$ cat config.mk
export PLATFORM = sky130hd
export DESIGN_NAME = load_cell_adc_serial_reader_top
export DESIGN_NICKNAME = d
export VERILOG_FILES = /design/src/rtl/lcasr_pkg.sv /design/src/rtl/lcasr_core.sv /design/src/rtl/load_cell_adc_serial_reader_top.sv
export VERILOG_INCLUDE_DIRS = /design/src /design/src/rtl
export SDC_FILE = /design/constraint.sdc
export NUM_CORES = 1
export LEC_CHECK = 0
export BUFFER_PORTS_ARGS = -buffer_cell sky130_fd_sc_hd__buf_2
export CELL_PAD_IN_SITES_DETAIL_PLACEMENT = 1
export CELL_PAD_IN_SITES_GLOBAL_PLACEMENT = 1
export CORE_MARGIN = 2
export CORE_UTILIZATION = 46
export DETAILED_ROUTE_END_ITERATION = 6
export PLACE_DENSITY_LB_ADDON = 0.1
export REMOVE_ABC_BUFFERS = 1
export SLEW_MARGIN = 40
export SYNTH_ARGS = -nofsm -noshare
export SYNTH_HDL_FRONTEND = slang
export SYNTH_SLANG_ARGS = --single-unit
$ cat constraint.sdc
create_clock -name aclk -period 4.48 [get_ports aclk]
set_input_delay 0.224 -clock aclk [delete_from_list [all_inputs] [get_ports aclk]]
set_output_delay 0.224 -clock aclk [all_outputs]
set_load 0.03 [all_outputs]
$ cat src/rtl/load_cell_adc_serial_reader_top_macros.svh
// Assertion macros shared by the load-cell reader RTL.
// Depends on nothing; included by modules that carry assertions.
`ifndef LOAD_CELL_ADC_SERIAL_READER_TOP_MACROS_SVH
`define LOAD_CELL_ADC_SERIAL_READER_TOP_MACROS_SVH
`ifndef SYNTHESIS
// Same-cycle implication, disabled while reset is asserted.
`define LCASR_ASSERT_NOW(lbl, clk, rstn, ante, cons) \
    lbl: assert property (@(posedge clk) disable iff (!(rstn)) (ante) |-> (cons)) \
        else $error("assertion failed: same-cycle implication");
// Next-cycle implication, disabled while reset is asserted.
`define LCASR_ASSERT_NEXT(lbl, clk, rstn, ante, cons) \
    lbl: assert property (@(posedge clk) disable iff (!(rstn)) (ante) |=> (cons)) \
        else $error("assertion failed: next-cycle implication");
`else
`define LCASR_ASSERT_NOW(lbl, clk, rstn, ante, cons)
`define LCASR_ASSERT_NEXT(lbl, clk, rstn, ante, cons)
`endif
`endif

$ cat src/rtl/lcasr_pkg.sv
// Package for the load-cell reader: payload structs, codes and constants.
// Depends on nothing; used by lcasr_core and the top level.
package lcasr_pkg;

    localparam int DATA_BITS = 24;
    localparam logic [23:0] OFFSET_FLIP = 24'h800000;
    localparam logic [23:0] WAIT_MAX = 24'hFFFFFF;

    localparam logic [23:0] TIMEOUT_RESET = 24'd1000000;
    localparam logic [7:0] HALF_RESET = 8'd1;
    localparam logic [1:0] EXTRA_RESET = 2'd1;

    // Configuration register indexes.
    localparam logic [1:0] REG_TIMEOUT = 2'd0;
    localparam logic [1:0] REG_HALF = 2'd1;
    localparam logic [1:0] REG_EXTRA = 2'd2;

    typedef enum logic [1:0] {
        CMD_TICK  = 2'd0,
        CMD_START = 2'd1,
        CMD_PDOWN = 2'd2,
        CMD_PUP   = 2'd3
    } cmd_t;

    typedef enum logic [2:0] {
        PH_IDLE = 3'd0,
        PH_WAIT = 3'd1,
        PH_HIGH = 3'd2,
        PH_LOW  = 3'd3,
        PH_DOWN = 3'd4
    } phase_t;

    typedef struct packed {
        logic [1:0] command;
        logic       dout_level;
    } in_t;

    typedef struct packed {
        logic        sck_level;
        logic        busy_res;
        logic        done_res;
        logic        ok;
        logic [23:0] sample;
    } out_t;

    typedef struct packed {
        logic [23:0] timeout_ticks;
        logic [7:0]  half_period_ticks;
        logic [1:0]  extra_pulses;
    } cfg_t;

endpackage

$ cat src/rtl/lcasr_core.sv
// Tick sequencer of the load-cell reader: state registers and per-tick logic.
// Depends on lcasr_pkg and the assertion macro header.
`include "load_cell_adc_serial_reader_top_macros.svh"

module lcasr_core (
    input  logic              aclk,
    input  logic              aresetn,
    input  logic              step_en,
    input  lcasr_pkg::in_t    item,
    input  lcasr_pkg::cfg_t   cfg,
    output lcasr_pkg::out_t   result
);

    lcasr_pkg::phase_t phase_reg, phase_next;
    logic [4:0]  pulse_count_reg, pulse_count_next;
    logic [23:0] shift_word_reg, shift_word_next;
    logic [23:0] wait_timer_reg, wait_timer_next;
    logic [7:0]  half_timer_reg, half_timer_next;
    logic        clock_out_reg, clock_out_next;

    logic [23:0] timeout_eff;
    logic [7:0]  half_eff;
    logic [4:0]  total_pulses;
    logic        in_idle, in_wait, in_low, in_down;
    logic        is_down, is_start, is_pup;
    logic [8:0]  half_sum;
    logic        half_hit;
    logic [23:0] wait_inc;
    logic        wait_hit;
    logic [4:0]  pulse_inc;
    logic        last_pulse;
    logic        done, ok;

    // Zero-valued registers behave as one.
    assign timeout_eff = (cfg.timeout_ticks == '0) ? 24'd1 : cfg.timeout_ticks;
    assign half_eff = (cfg.half_period_ticks == '0) ? 8'd1 : cfg.half_period_ticks;
    assign total_pulses = 5'(lcasr_pkg::DATA_BITS)
        + ((cfg.extra_pulses == '0) ? 5'd1 : {3'b000, cfg.extra_pulses});

    // Phase decode.
    assign in_idle = (phase_reg == lcasr_pkg::PH_IDLE);
    assign in_wait = (phase_reg == lcasr_pkg::PH_WAIT);
    assign in_low = (phase_reg == lcasr_pkg::PH_LOW);
    assign in_down = (phase_reg == lcasr_pkg::PH_DOWN);

    // Command decode and timer comparisons.
    assign is_down = (item.command == lcasr_pkg::CMD_PDOWN);
    assign is_start = (item.command == lcasr_pkg::CMD_START) && (in_idle || in_down);
    assign is_pup = (item.command == lcasr_pkg::CMD_PUP) && in_down;
    assign half_sum = {1'b0, half_timer_reg} + 9'd1;
    assign half_hit = (half_sum >= {1'b0, half_eff});
    assign wait_inc = (wait_timer_reg < lcasr_pkg::WAIT_MAX) ? wait_timer_reg + 24'd1
                                                             : wait_timer_reg;
    assign wait_hit = (wait_inc >= timeout_eff);
    assign pulse_inc = pulse_count_reg + 5'd1;
    assign last_pulse = (pulse_inc >= total_pulses);

    // Next phase.
    always_comb begin
        phase_next = phase_reg;
        priority if (is_down) begin
            phase_next = lcasr_pkg::PH_DOWN;
        end else if (is_start) begin
            phase_next = lcasr_pkg::PH_WAIT;
        end else if (is_pup) begin
            phase_next = lcasr_pkg::PH_IDLE;
        end else if (in_wait) begin
            if (!item.dout_level) begin
                phase_next = lcasr_pkg::PH_HIGH;
            end else if (wait_hit) begin
                phase_next = lcasr_pkg::PH_IDLE;
            end
        end else if (phase_reg == lcasr_pkg::PH_HIGH) begin
            if (half_hit) begin
                phase_next = lcasr_pkg::PH_LOW;
            end
        end else if (in_low) begin
            if (half_hit) begin
                phase_next = last_pulse ? lcasr_pkg::PH_IDLE : lcasr_pkg::PH_HIGH;
            end
        end else begin
            phase_next = phase_reg;
        end
    end

    // Datapath registers and the done/ok flags.
    always_comb begin
        pulse_count_next = pulse_count_reg;
        shift_word_next = shift_word_reg;
        wait_timer_next = wait_timer_reg;
        half_timer_next = half_timer_reg;
        clock_out_next = clock_out_reg;
        done = 1'b0;
        ok = 1'b0;
        priority if (is_down) begin
            clock_out_next = 1'b1;
            half_timer_next = '0;
            wait_timer_next = '0;
            pulse_count_next = '0;
        end else if (is_start) begin
            clock_out_next = 1'b0;
            wait_timer_next = '0;
        end else if (is_pup) begin
            clock_out_next = 1'b0;
        end else if (in_wait) begin
            if (!item.dout_level) begin
                clock_out_next = 1'b1;
                half_timer_next = '0;
                pulse_count_next = '0;
                shift_word_next = '0;
            end else begin
                wait_timer_next = wait_inc;
                done = wait_hit;
            end
        end else if (phase_reg == lcasr_pkg::PH_HIGH) begin
            half_timer_next = half_sum[7:0];
            if (half_hit) begin
                half_timer_next = '0;
                clock_out_next = 1'b0;
            end
        end else if (in_low) begin
            half_timer_next = half_sum[7:0];
            if (half_hit) begin
                half_timer_next = '0;
                if (pulse_count_reg < 5'(lcasr_pkg::DATA_BITS)) begin
                    shift_word_next = {shift_word_reg[22:0], item.dout_level};
                end
                pulse_count_next = pulse_inc;
                clock_out_next = !last_pulse;
                done = last_pulse;
                ok = last_pulse;
            end
        end else begin
            clock_out_next = clock_out_reg;
        end
    end

    // Result of this tick.
    always_comb begin
        result.sck_level = clock_out_next;
        result.busy_res = (phase_next == lcasr_pkg::PH_WAIT)
            || (phase_next == lcasr_pkg::PH_HIGH) || (phase_next == lcasr_pkg::PH_LOW);
        result.done_res = done;
        result.ok = ok;
        result.sample = ok ? (shift_word_next ^ lcasr_pkg::OFFSET_FLIP) : '0;
    end

    // State registers advance once per accepted tick.
    always_ff @(posedge aclk) begin
        if (!aresetn) begin
            phase_reg <= lcasr_pkg::PH_IDLE;
            pulse_count_reg <= '0;
            shift_word_reg <= '0;
            wait_timer_reg <= '0;
            half_timer_reg <= '0;
            clock_out_reg <= 1'b0;
        end else if (step_en) begin
            phase_reg <= phase_next;
            pulse_count_reg <= pulse_count_next;
            shift_word_reg <= shift_word_next;
            wait_timer_reg <= wait_timer_next;
            half_timer_reg <= half_timer_next;
            clock_out_reg <= clock_out_next;
        end
    end

    // Power-down always drives the clock line high.
    `LCASR_ASSERT_NOW(a_down_clock_high, aclk, aresetn, in_down, clock_out_reg)
    // The clock line is low whenever idle or waiting for data ready.
    `LCASR_ASSERT_NOW(a_idle_clock_low, aclk, aresetn, in_idle || in_wait, !clock_out_reg)
    // A finished read leaves the sequencer idle on the next cycle.
    `LCASR_ASSERT_NEXT(a_done_to_idle, aclk, aresetn, step_en && done, in_idle)
    // A successful result only comes out of the low half of a pulse.
    `LCASR_ASSERT_NOW(a_ok_from_low, aclk, aresetn, step_en && ok, in_low && done)

endmodule

$ cat src/rtl/load_cell_adc_serial_reader_top.sv
// A transaction accepted into the input register passes through the sequencer step
// into the output register. One tick transaction per cycle while the result side
// accepts, set by the single-pass sequencer step; an output stall holds the input.
// Reset (aresetn low, synchronous) empties both registers, idles the sequencer
// with the clock line low, and loads the configuration reset values.
// Depends on lcasr_pkg and lcasr_core.
module load_cell_adc_serial_reader_top (
    input  logic              aclk,
    input  logic              aresetn,
    input  logic              s_valid,
    output logic              s_ready,
    input  lcasr_pkg::in_t    s_data,
    output logic              m_valid,
    input  logic              m_ready,
    output lcasr_pkg::out_t   m_data,
    input  logic              cfg_we,
    input  logic [1:0]        cfg_addr,
    input  logic [23:0]       cfg_wdata
);

    logic            in_valid_reg;
    lcasr_pkg::in_t  in_data_reg;
    logic            out_valid_reg;
    lcasr_pkg::out_t out_data_reg;
    lcasr_pkg::cfg_t cfg_reg;
    lcasr_pkg::out_t step_result;
    logic            advance;

    // A held transaction moves to the output register when that register frees.
    assign advance = in_valid_reg && (!out_valid_reg || m_ready);
    assign s_ready = !in_valid_reg || advance;
    assign m_valid = out_valid_reg;
    assign m_data = out_data_reg;

    // Configuration registers.
    always_ff @(posedge aclk) begin
        if (!aresetn) begin
            cfg_reg.timeout_ticks <= lcasr_pkg::TIMEOUT_RESET;
            cfg_reg.half_period_ticks <= lcasr_pkg::HALF_RESET;
            cfg_reg.extra_pulses <= lcasr_pkg::EXTRA_RESET;
        end else if (cfg_we) begin
            unique case (cfg_addr)
                lcasr_pkg::REG_TIMEOUT: cfg_reg.timeout_ticks <= cfg_wdata;
                lcasr_pkg::REG_HALF:    cfg_reg.half_period_ticks <= cfg_wdata[7:0];
                lcasr_pkg::REG_EXTRA:   cfg_reg.extra_pulses <= cfg_wdata[1:0];
                default: ;
            endcase
        end
    end

    // Input register.
    always_ff @(posedge aclk) begin
        if (!aresetn) begin
            in_valid_reg <= 1'b0;
        end else if (s_ready) begin
            in_valid_reg <= s_valid;
        end
    end

    always_ff @(posedge aclk) begin
        if (s_valid && s_ready) begin
            in_data_reg <= s_data;
        end
    end

    // Output register.
    always_ff @(posedge aclk) begin
        if (!aresetn) begin
            out_valid_reg <= 1'b0;
        end else if (advance) begin
            out_valid_reg <= 1'b1;
        end else if (m_ready) begin
            out_valid_reg <= 1'b0;
        end
    end

    always_ff @(posedge aclk) begin
        if (advance) begin
            out_data_reg <= step_result;
        end
    end

    lcasr_core u_core (
        .aclk    (aclk),
        .aresetn (aresetn),
        .step_en (advance),
        .item    (in_data_reg),
        .cfg     (cfg_reg),
        .result  (step_result)
    );

endmodule

==> flow_metrics.tcl <==
set metrics [dict create \
    status "completed" \
    slew_viol_final 0 \
    synth_cell_types 72 \
    path_clk_slew_ns 0.06 \
    syn_area_per_cell_um2 8.80 \
    cts_root_buffer "clkbuf_16" \
    slew_headroom_pct 50.6 \
    nNetsFinal 925 \
    antenna_cells 0 \
    synth-warning-count 0 \
    synth_seq_cells 132 \
    max-cap-violations 0 \
    layout-drive-gt1-share_pct 14.6 \
    largest_reg_flops 34 \
    row_count 45 \
    tightest_slew_ns 0.738 \
    intPower_mw 2.25 \
    setup_viol 0 \
    detailedRoute.firstIterationViolations 262 \
    overflow 0 \
    insertion_delay_ns 0.43 \
    endpoint_kind "register" \
    start_kind "register" \
    leakage_nw 3.15 \
    setup.worst_path.class "register to register" \
    die_h_um 128 \
    power_frac_clock_pct 49.4 \
    combPwrFrac_pct 7.6 \
    fmax_mhz 250 \
    wl_per_cell_um 18.3 \
    async_flop_share_pct 0 \
    whs_ns 0.0155 \
    power.density_mw_per_mm2 363 \
    vias_per_cell 5.88 \
    seq_area_frac_synth_pct 41.8 \
    p_switching_mw 0.710 \
    hpwl_um 13800 \
    drc 0 \
    firstDrtPassIters 6 \
    htreeDepth 4 \
    vdd_drop_max_mv 0.234 \
    syn_area_mm2 0.00706 \
    wl_um 19300 \
    area_growth_pct 15.6 \
    track_usage_pct 24.3 \
    fin_skew_ns 0.00968 \
    ios 64 \
    io_buffer_count 63 \
    antenna_found_initial 0 \
    post_cts_buffers 0 \
    grt_max_degree 56 \
    cts_sinks 132 \
    die_x_um 128 \
    hold_path.class "input pin to register" \
    nFillCells 1751 \
    min_period_ns 4.01 \
    p_total_mw 2.96 \
    setup_tns_ns 0 \
    cp_max_fo 10 \
    cts_buffers 17 \
    cp.required_ns 4.75 \
    synth_edf_count 31 \
    start_util_pct 46.8 \
    gp_congestion 0.879 \
    switching_share_pct 24.0 \
    dr.max_layer_used "met4" \
    first_global_vias 6271 \
    hold_viol_final 0 \
    met1_length_um 8970 \
    cts_tree "yes" \
    wl_met3_um 529 \
    seqPwrFrac_pct 43.0 \
    core-area_mm2 0.0151 \
    final_util_pct 54.1 \
    grt_pass1_wl_um 31500 \
    postRouteAntennaNets 0 \
    rsz0062_at_grt "no" \
    period_share_pct 89.4 \
    die_area_mm2 0.0163 \
    clockBufferDepth 2 \
    wl_met2_um 9380 \
    vias 6202 \
    r2r_setup_slack_ns 0.47 \
    synth_cells 802 \
    synthFlopType "dfxtp_1" \
    worstPathArrival_ns 4.27 \
]
-- power by group through the flow --
stage | Sequential [mW] | Clock (mW) | Combinational, mW
after CTS | 1.27 | 1.49 | 0.225
after global placement | 1.30 | 0 | 0.214
after detailed placement | 1.30 | 0 | 0.222
after global routing | 1.27 | 1.54 | 0.247
after floorplan | 1.32 | 0 | 0.110
final | 1.27 | 1.46 | 0.225
-- placed cells by master, fill, tap and decap left out, drive strengths merged, types with 6 or more instances in the layout --
master	netlist	layout
clkinv	0	6
a21oi	52	52
clkbuf	24	18
nand4	18	18
nand2	119	119
a31oi	8	8
o21ai	35	35
nand3	23	23
dfxtp	101	101
nor4	12	12
xnor2	20	20
o22ai	29	29
nor3	7	7
a22o	25	25
nor2b	6	6
nand2b	14	14
and3	7	7
buf	21	75
xor2	9	9
nor2	48	48
and2	6	6
ha	37	37
inv	46	48
o211ai	10	10
edfxtp	31	31
o31ai	7	7
mux2i	13	13
-- path summary, 6_finish.rpt --
| path | depth (start not counted) | start | endpoint |
|---|---|---|---|
| min reg2reg | 2 | cfg_reg[20]$_SDFFE_PN0P_ | cfg_reg[20]$_SDFFE_PN0P_ |
| max | 14 | u_core.wait_timer_reg[0]$_SDFFE_PN0P_ | m_data[26]$_DFFE_PP_ |
| min | 3 | cfg_wdata[14] | cfg_reg[24]$_SDFFE_PN1P_ |
| max reg2reg | 14 | u_core.wait_timer_reg[0]$_SDFFE_PN0P_ | m_data[26]$_DFFE_PP_ |
-- critical path, stage by stage (launching register included) --
cell and delay (ns):
dfxtp_1 0.45, ha_1 0.22, and3_1 0.21, nand3_1 0.15
o311a_1 0.55, and2_4 0.25, nand3_1 0.12, xnor2_1 0.16
ha_1 0.29, a211oi_1 0.23, o211ai_1 0.11, a221o_1 0.37
a211oi_1 0.39, a21oi_1 0.15, o211ai_1 0.19
-- routing by layer --
metal  up-vias  GRT usage, %
met3        34          4.13
met5         -             0
met2       108          41.9
li1       3029             -
met1      3031          30.5
met4         0          9.37
-- layout make-up --
cell class / count / area, µm² / area share [%]
multi-input cells: 579 / 3750 / 46.0
flip-flops and latches: 132 / 2950 / 36.2
repair buffers: 78 / 435 / 5.34
clock buffers: 18 / 429 / 5.26
well taps: 188 / 235 / 2.88
clock inverters: 14 / 184 / 2.25
inverters: 46 / 173 / 2.12
-- cells in the mapped netlist, drive strengths merged, types with 12 or more instances --
library cell | instances | area, µm²
a22o | 25 | 219
nand2b | 14 | 87.6
nor2 | 48 | 180
o21ai | 35 | 175
xnor2 | 20 | 175
nand2 | 119 | 447
clkbuf | 24 | 91.3
buf | 21 | 114
nand3 | 23 | 115
ha | 37 | 463
edfxtp | 31 | 931
dfxtp | 101 | 2020
nand4 | 18 | 125
nor4 | 12 | 81.3
a21oi | 52 | 264
mux2i | 13 | 130
inv | 46 | 173
o22ai | 29 | 181
-- timing repair --
action	4_1_cts	5_1_grt
gates resized for setup	0	0
hold buffers	3	0
hold endpoints to repair	3	0
-- logic make-up after synthesis --
logic type / count (synthesis) / share of synthesized area (%)
AND/OR/NAND/NOR: 280 / 19.3
AO/OA/AOI/OAI: 218 / 21.2
flip-flops: 132 / 41.8
buffers and inverters: 91 / 5.35
adder cells (fa/ha/maj): 37 / 6.56
XOR/XNOR: 29 / 3.60
multiplexers: 15 / 2.16
-- stage by stage --
step | cell area, µm² | cells | setup slack [ns]
3_3_place_gp | 7510 | 1020 | 0.649
6_report | 8160 | 1055 | 0.475
5_1_grt | 8160 | 1055 | 0.240
2_1_floorplan | 6850 | 757 | 0.426
4_1_cts | 8160 | 1055 | 0.478
3_5_place_dp | 7510 | 1020 | 0.505
Note: power is estimated with default switching activity, not from simulation.
